[src/rtl/avd_pkg.sv]
// Shared types, constants and the CRC step for the asset directory validator.
`timescale 1ns / 1ps
package avd_pkg;

  localparam int MAX_ENTRIES = 64;
  localparam int IDX_W       = (MAX_ENTRIES > 1) ? $clog2(MAX_ENTRIES) : 1;
  localparam int NAME_BYTES  = 16;
  localparam int NAME_W      = 8 * NAME_BYTES;
  localparam int SPAN_W      = 64;

  localparam logic [15:0] HDR_LEN   = 16'd16;
  localparam logic [15:0] ENT_LEN   = 16'd28;
  localparam logic [4:0]  ENT_LAST  = 5'd27;
  localparam logic [31:0] CRC_POLY  = 32'hedb88320;
  localparam logic [31:0] CRC_INIT  = 32'hffffffff;
  localparam logic [31:0] HDR_MAGIC = 32'h31415641;  // bytes 0..3, little-endian

  // table walk counter, one bit wider than a table index
  typedef logic [IDX_W:0] cnt_t;

  typedef enum logic [2:0] {
    ST_OK     = 3'd0,
    ST_FORMAT = 3'd1,
    ST_BOUNDS = 3'd2,
    ST_CRC    = 3'd3,
    ST_CAP    = 3'd4
  } status_t;

  typedef enum logic [1:0] {
    S_BYTE,
    S_RD,
    S_CMP
  } seq_state_t;

  typedef struct packed {
    logic [7:0] image_byte;
    logic       first_byte;
  } avd_in_t;

  typedef struct packed {
    logic [2:0]  status;
    logic [7:0]  entry_count;
    logic [15:0] header_bytes;
    logic [31:0] total_bytes;
  } avd_out_t;

  typedef struct packed {
    logic [NAME_W-1:0] name;
    logic [SPAN_W-1:0] span;
  } dir_entry_t;

  // One byte of reflected CRC-32.
  function automatic logic [31:0] crc_byte(input logic [31:0] crc, input logic [7:0] b);
    logic [31:0] c;
    c = crc ^ {24'd0, b};
    for (int i = 0; i < 8; i++) begin
      c = (c >> 1) ^ (CRC_POLY & {32{c[0]}});
    end
    return c;
  endfunction

endpackage

[src/rtl/avd_name_check.sv]
// Entry name rule check: 1 to 15 allowed characters, then zero padding.
`timescale 1ns / 1ps
module avd_name_check (
  input  logic [avd_pkg::NAME_W-1:0] name,
  output logic                       name_ok
);

  logic [avd_pkg::NAME_BYTES-1:0] char_ok;
  logic [avd_pkg::NAME_BYTES-1:0] nz;

  always_comb begin
    for (int n = 0; n < avd_pkg::NAME_BYTES; n++) begin
      logic [7:0] c;
      c = name[8*n +: 8];
      nz[n] = (c != 8'd0);
      char_ok[n] = !nz[n] || (c >= 8'h61 && c <= 8'h7a) || (c >= 8'h30 && c <= 8'h39) ||
                   (c == 8'h5f) || (c == 8'h2d);
    end
  end

  always_comb begin
    name_ok = nz[0] && !nz[avd_pkg::NAME_BYTES-1] && (&char_ok);
    // no nonzero byte after the first zero
    for (int n = 1; n < avd_pkg::NAME_BYTES; n++) begin
      if (nz[n] && !nz[n-1]) begin
        name_ok = 1'b0;
      end
    end
  end

endmodule

[config.mk]
export PLATFORM = sky130hd
export DESIGN_NAME = avd_name_check
export DESIGN_NICKNAME = d
export VERILOG_FILES = /design/src/rtl/avd_pkg.sv /design/src/rtl/avd_name_check.sv
export SDC_FILE = /design/constraint.sdc
export NUM_CORES = 1
export LEC_CHECK = 0
export BUFFER_PORTS_ARGS = -buffer_cell sky130_fd_sc_hd__buf_2
export CORE_UTILIZATION = 44
export DETAILED_ROUTE_END_ITERATION = 10
export PLACE_DENSITY = 0.94
export SETUP_SLACK_MARGIN = 0.2
export SYNTH_ARGS = -nofsm -noshare
export SYNTH_HDL_FRONTEND = slang
export SYNTH_SLANG_ARGS = --single-unit
[constraint.sdc]
create_clock -name vclk -period 3.28
set_input_delay 0.328 -clock vclk [all_inputs]
set_output_delay 0.328 -clock vclk [all_outputs]
set_load 0.01 [all_outputs]
== Yosys cells after proc, flatten, opt, wreduce, memory -nomap -nowiden ==
Cells that the tools add are included.

* Input port bits: 128
* Word-level logic and storage cells: 257
* Register bits after elaboration: 0
* Output and inout port bits: 1

* Equality and inequality tests: 32
* Reduce and logical (&&, ||, !) cells: 146
* $lt $le $gt $ge: 64
* Muxes and demuxes: 15

{| class="wikitable"
|+ Operators with widths
! kind !! number
|-
| equality test 8 x 6 -> 1 bit (second input constant) || 16
|-
| equality test 8 x 7 -> 1 bit (second input constant) || 16
|-
| greater-or-equal comparator 8 x 6 -> 1 bit (second input constant) || 16
|-
| greater-or-equal comparator 8 x 7 -> 1 bit (second input constant) || 16
|-
| less-or-equal comparator 8 x 6 -> 1 bit (second input constant) || 16
|-
| less-or-equal comparator 8 x 7 -> 1 bit (second input constant) || 16
|-
| nonzero test 8 bit || 16
|-
| logical OR 1 bit || 64
|-
| logical AND 1 bit || 49
|-
| zero test 1 bit || 16
|-
| AND reduction 16 bit || 1
|-
| 2-to-1 mux 1 bit || 15
|}

== Depth between registers and ports, before layout ==
* Depth after elaboration: 23
* Mapped depth: 7
* Depth with buffers taken out: 7

== Worst setup path after synthesis ==
No wires, ideal clock.

* Kind: input-to-output
* From: input port name[57] (netlist name)
* To: output port name_ok
* Arrival: 2.140 ns
* Path buffers: 0
* Cell stages on the path: 7
* Setup slack: 0.812 ns
* Path through: or3_4 or4_4 a32oi_2 o221ai_2 nor3_2 nand4_1 nor4_2

* Cells in the longest elaborated chain, start to end: 23
* Elaborated cells on any way between the ends: 33

{| class="wikitable"
|+ Ends and longest elaborated chain
! element !! RTL line !! RTL
|-
| start: declaration || avd_name_check.sv:4 || <nowiki>input logic [avd_pkg::NAME_W-1:0] name,</nowiki>
|-
| greater-or-equal comparator 8 x 7 -> 1 bit (tied with other cells) || avd_name_check.sv:16 || <nowiki>char_ok[n] = !nz[n] || (c >= 8'h61 && c <= 8'h7a) || (c >= 8'h30 && c <= 8'h39) ||</nowiki>
|-
| logical AND 1 bit or zero test 1 bit (tied branches) || avd_name_check.sv:16, avd_name_check.sv:25 ||
|-
| logical OR 1 bit (3 in series) || avd_name_check.sv:16 ||
|-
| logical OR 1 bit || avd_name_check.sv:17 || <nowiki>(c == 8'h5f) || (c == 8'h2d);</nowiki>
|-
| AND reduction 16 bit || avd_name_check.sv:22 || <nowiki>name_ok = nz[0] && !nz[avd_pkg::NAME_BYTES-1] && (&char_ok);</nowiki>
|-
| logical AND 1 bit || avd_name_check.sv:22 ||
|-
| 2-to-1 mux 1 bit (7 in series) || avd_name_check.sv:25 || <nowiki>if (nz[n] && !nz[n-1]) begin</nowiki>
|-
| 2-to-1 mux 1 bit * (8 in series) || avd_name_check.sv:25 ||
|-
| end: declaration || avd_name_check.sv:5 || <nowiki>output logic name_ok</nowiki>
|}

Mark *: on every way between the ends. The rest lies on a longest branch, timed or not.

== Final worst setup path ==
* From: input port name[32] (netlist name)
* To: output port name_ok

* Cells in the longest elaborated chain, start to end: 23
* Elaborated cells on any way between the ends: 33

{| class="wikitable"
|+ Ends and longest elaborated chain
! element !! RTL line
|-
| greater-or-equal comparator 8 x 7 -> 1 bit (tied with other cells) || avd_name_check.sv:16
|-
| logical AND 1 bit or zero test 1 bit (tied branches) || avd_name_check.sv:16, avd_name_check.sv:25
|-
| logical OR 1 bit (3 in series) || avd_name_check.sv:16
|-
| logical OR 1 bit || avd_name_check.sv:17
|-
| AND reduction 16 bit || avd_name_check.sv:22
|-
| logical AND 1 bit || avd_name_check.sv:22
|-
| 2-to-1 mux 1 bit (4 in series) || avd_name_check.sv:25
|-
| 2-to-1 mux 1 bit * (11 in series) || avd_name_check.sv:25
|}

Marks and branches as above.

==> impl_metrics.py <==
metrics = {
    "placed_design": {
        "detailed_place_hpwl_um": 4920,
        "gp_congestion": 0.873,
        "place_area_um2": 2210,
        "place_ws_ns": 0.476,
        "numPortBuffers": 129,
        "place_inst": 411,
    },
    "layout": {
        "n_antenna_cell": 0,
        "ff_latch_area_um2": 0,
        "final_common_cell": "buf_2",
        "fin_nets": 497,
        "fill_cells": 303,
        "seq_cells": 0,
        "clkbuf_count": 0,
        "syn_to_final_growth_pct": 46.4,
        "instances_no_fill": 411,
        "drive_above_1_share": 0.395,
        "stdcell_area_um2": 2210,
        "mostFrequentLayoutCells": "129 x buf_2, 25 x o21ai_0, 22 x nor2_1",
    },
    "power_and_ir_drop": {
        "irDropWorstVdd_mv": 0.0628,
        "powerDensity_nw_per_um2": 102,
        "p_leak_uw": 0.000941,
    },
    "sta": {
        "layout_min_cycle_time_ns": 2.81,
        "min_period_over_period": 0.858,
        "setup_viol": 0,
        "setup_ws_ns": 0.466,
        "grt_setup_unrepaired": "false",
        "tns_ns": 0,
        "hold_ws_ns": 1.10,
        "fmax_mhz": 355,
        "hold_viol_final": 0,
        "drv_slew": 0,
        "worstMarginPinSlew_ns": 0.518,
        "max-slew-margin-rel": 0.651,
    },
    "logic_synthesis": {
        "ys_types": 49,
        "synth_fp_nets": 366,
        "syn_inst": 238,
        "yosysWarningCount": 0,
        "synth.yosys.seq_area_share": 0,
        "synth.cell_area_um2": 1510,
        "avgSynthCellArea_um2": 6.34,
    },
    "clock_network": {
        "hold_buffers": 0,
        "post-cts-setup-buffer-count": 0,
        "cts_resized": 0,
    },
    "drt": {
        "drc": 0,
        "vias": 2510,
        "totalWireLength_um": 5510,
        "drt-vias-per-instance": 6.11,
        "antenna_left": 0,
        "drt_iter0_markers": 87,
        "wire_per_inst_um": 13.4,
        "drtPass1Iterations": 4,
    },
    "critical_path": {
        "start_kind": "input port",
        "cp.arrival_ns": 2.49,
        "path_class": "input port to output port",
        "path_cells": "buf_2 -> or4_1 -> nor4_1 -> nor2_1 -> a211oi_1 -> and4_1 -> nand4_1 -> nor4_2 -> buf_2",
        "critPathMaxStageDelay_ns": 0.57,
        "cp.required_ns": 2.95,
        "critPathBufInv": 2,
        "cp_top_family": "simple AND/OR/NAND/NOR gates",
        "cp-end-kind": "output port",
        "crit_start": "name[32]",
        "crit_path_frequent_cell": "buf_2",
        "crit_slowest_cell": "or4_1",
        "cp_num_cells": 9,
        "worstPathMaxFanout": 3,
    },
    "status": {
        "status": "completed",
    },
    "floorplan": {
        "ios": 129,
        "fp.dieH_um": 60.6,
        "fp-row-count": 20,
        "die_w_um": 60.6,
        "die_area_um2": 3670,
        "coreArea_um2": 3150,
        "start_util": 0.479,
    },
    "global_route": {
        "grt_pass1_wl_um": 8490,
        "grtUsageTotal": 0.289,
        "grt_max_degree": 7,
        "grt_use_met3": 0.0320,
        "use_met1": 0.315,
        "grt_pass1_vias": 2263,
        "grt_use_met2": 0.590,
        "top_usage_layer": "met2",
        "antenna_found_initial": 0,
        "overflow": 0,
    },
    "hold_path": {
        "hp-start": "name[5]",
        "hold_depth": 4,
        "holdCritPathClass": "input port to output port",
    },
    "flow_run": {
        "maxCapViolations": 0,
    },
}
==> final timing paths <==
check	end	slack [ns]
min	name_ok	1.10
max	name_ok	0.47
==> power by group <==
group | internal, uW | total (uW) | switching (uW)
Combinational | 109 | 226 | 117
Sequential | 0 | 0 | 0
Clock | 0 | 0 | 0
Total | 109 | 226 | 117
==> cell families (layout without fill, tap and decap cells) <==
family / after synthesis / count (layout) / share of synthesized area
AOI/OAI and AO/OA: 94 / 94 / 0.436
buffers and inverters: 7 / 136 / 0.0174
muxes: 3 / 3 / 0.0199
and+or+nand+nor: 134 / 134 / 0.527
==> metrics by stage <==
step,total power [uW],util
finish,226,0.701
global route,250,0.701
CTS,223,0.701
detailed placement,223,0.701
global placement,215,0.701
floorplan,88.4,-
==> cells in the mapped netlist (4+ instances only) <==
library cell	n	area share
inv_1	7	0.017
or3_1	5	0.021
nor3b_1	5	0.025
o21bai_1	4	0.020
nor2_1	22	0.055
and3_1	6	0.025
a21oi_1	17	0.056
or4_1	14	0.070
nand4b_1	8	0.046
nor4_1	16	0.066
nor3_1	7	0.023
nand2_1	19	0.047
a31oi_1	5	0.021
a21o_1	4	0.020
nand4_1	6	0.025
o21ai_0	25	0.083
o211ai_1	7	0.035
nand3_1	12	0.040
==> routing by layer <==
metal,share of wire,routed length [um]
met1,0.40,2220
met2,0.51,2820
met3,0.076,417
met4,0.0083,46
met5,0,0
==> layout make-up <==
class | count | area (um^2) | share of cell area
inverters | 7 | 26.3 | 0.0119
multi-input cells | 231 | 1480 | 0.671
well taps | 44 | 55.1 | 0.0249
repair buffers | 129 | 646 | 0.292
Power figures use the tool's default switching activity.
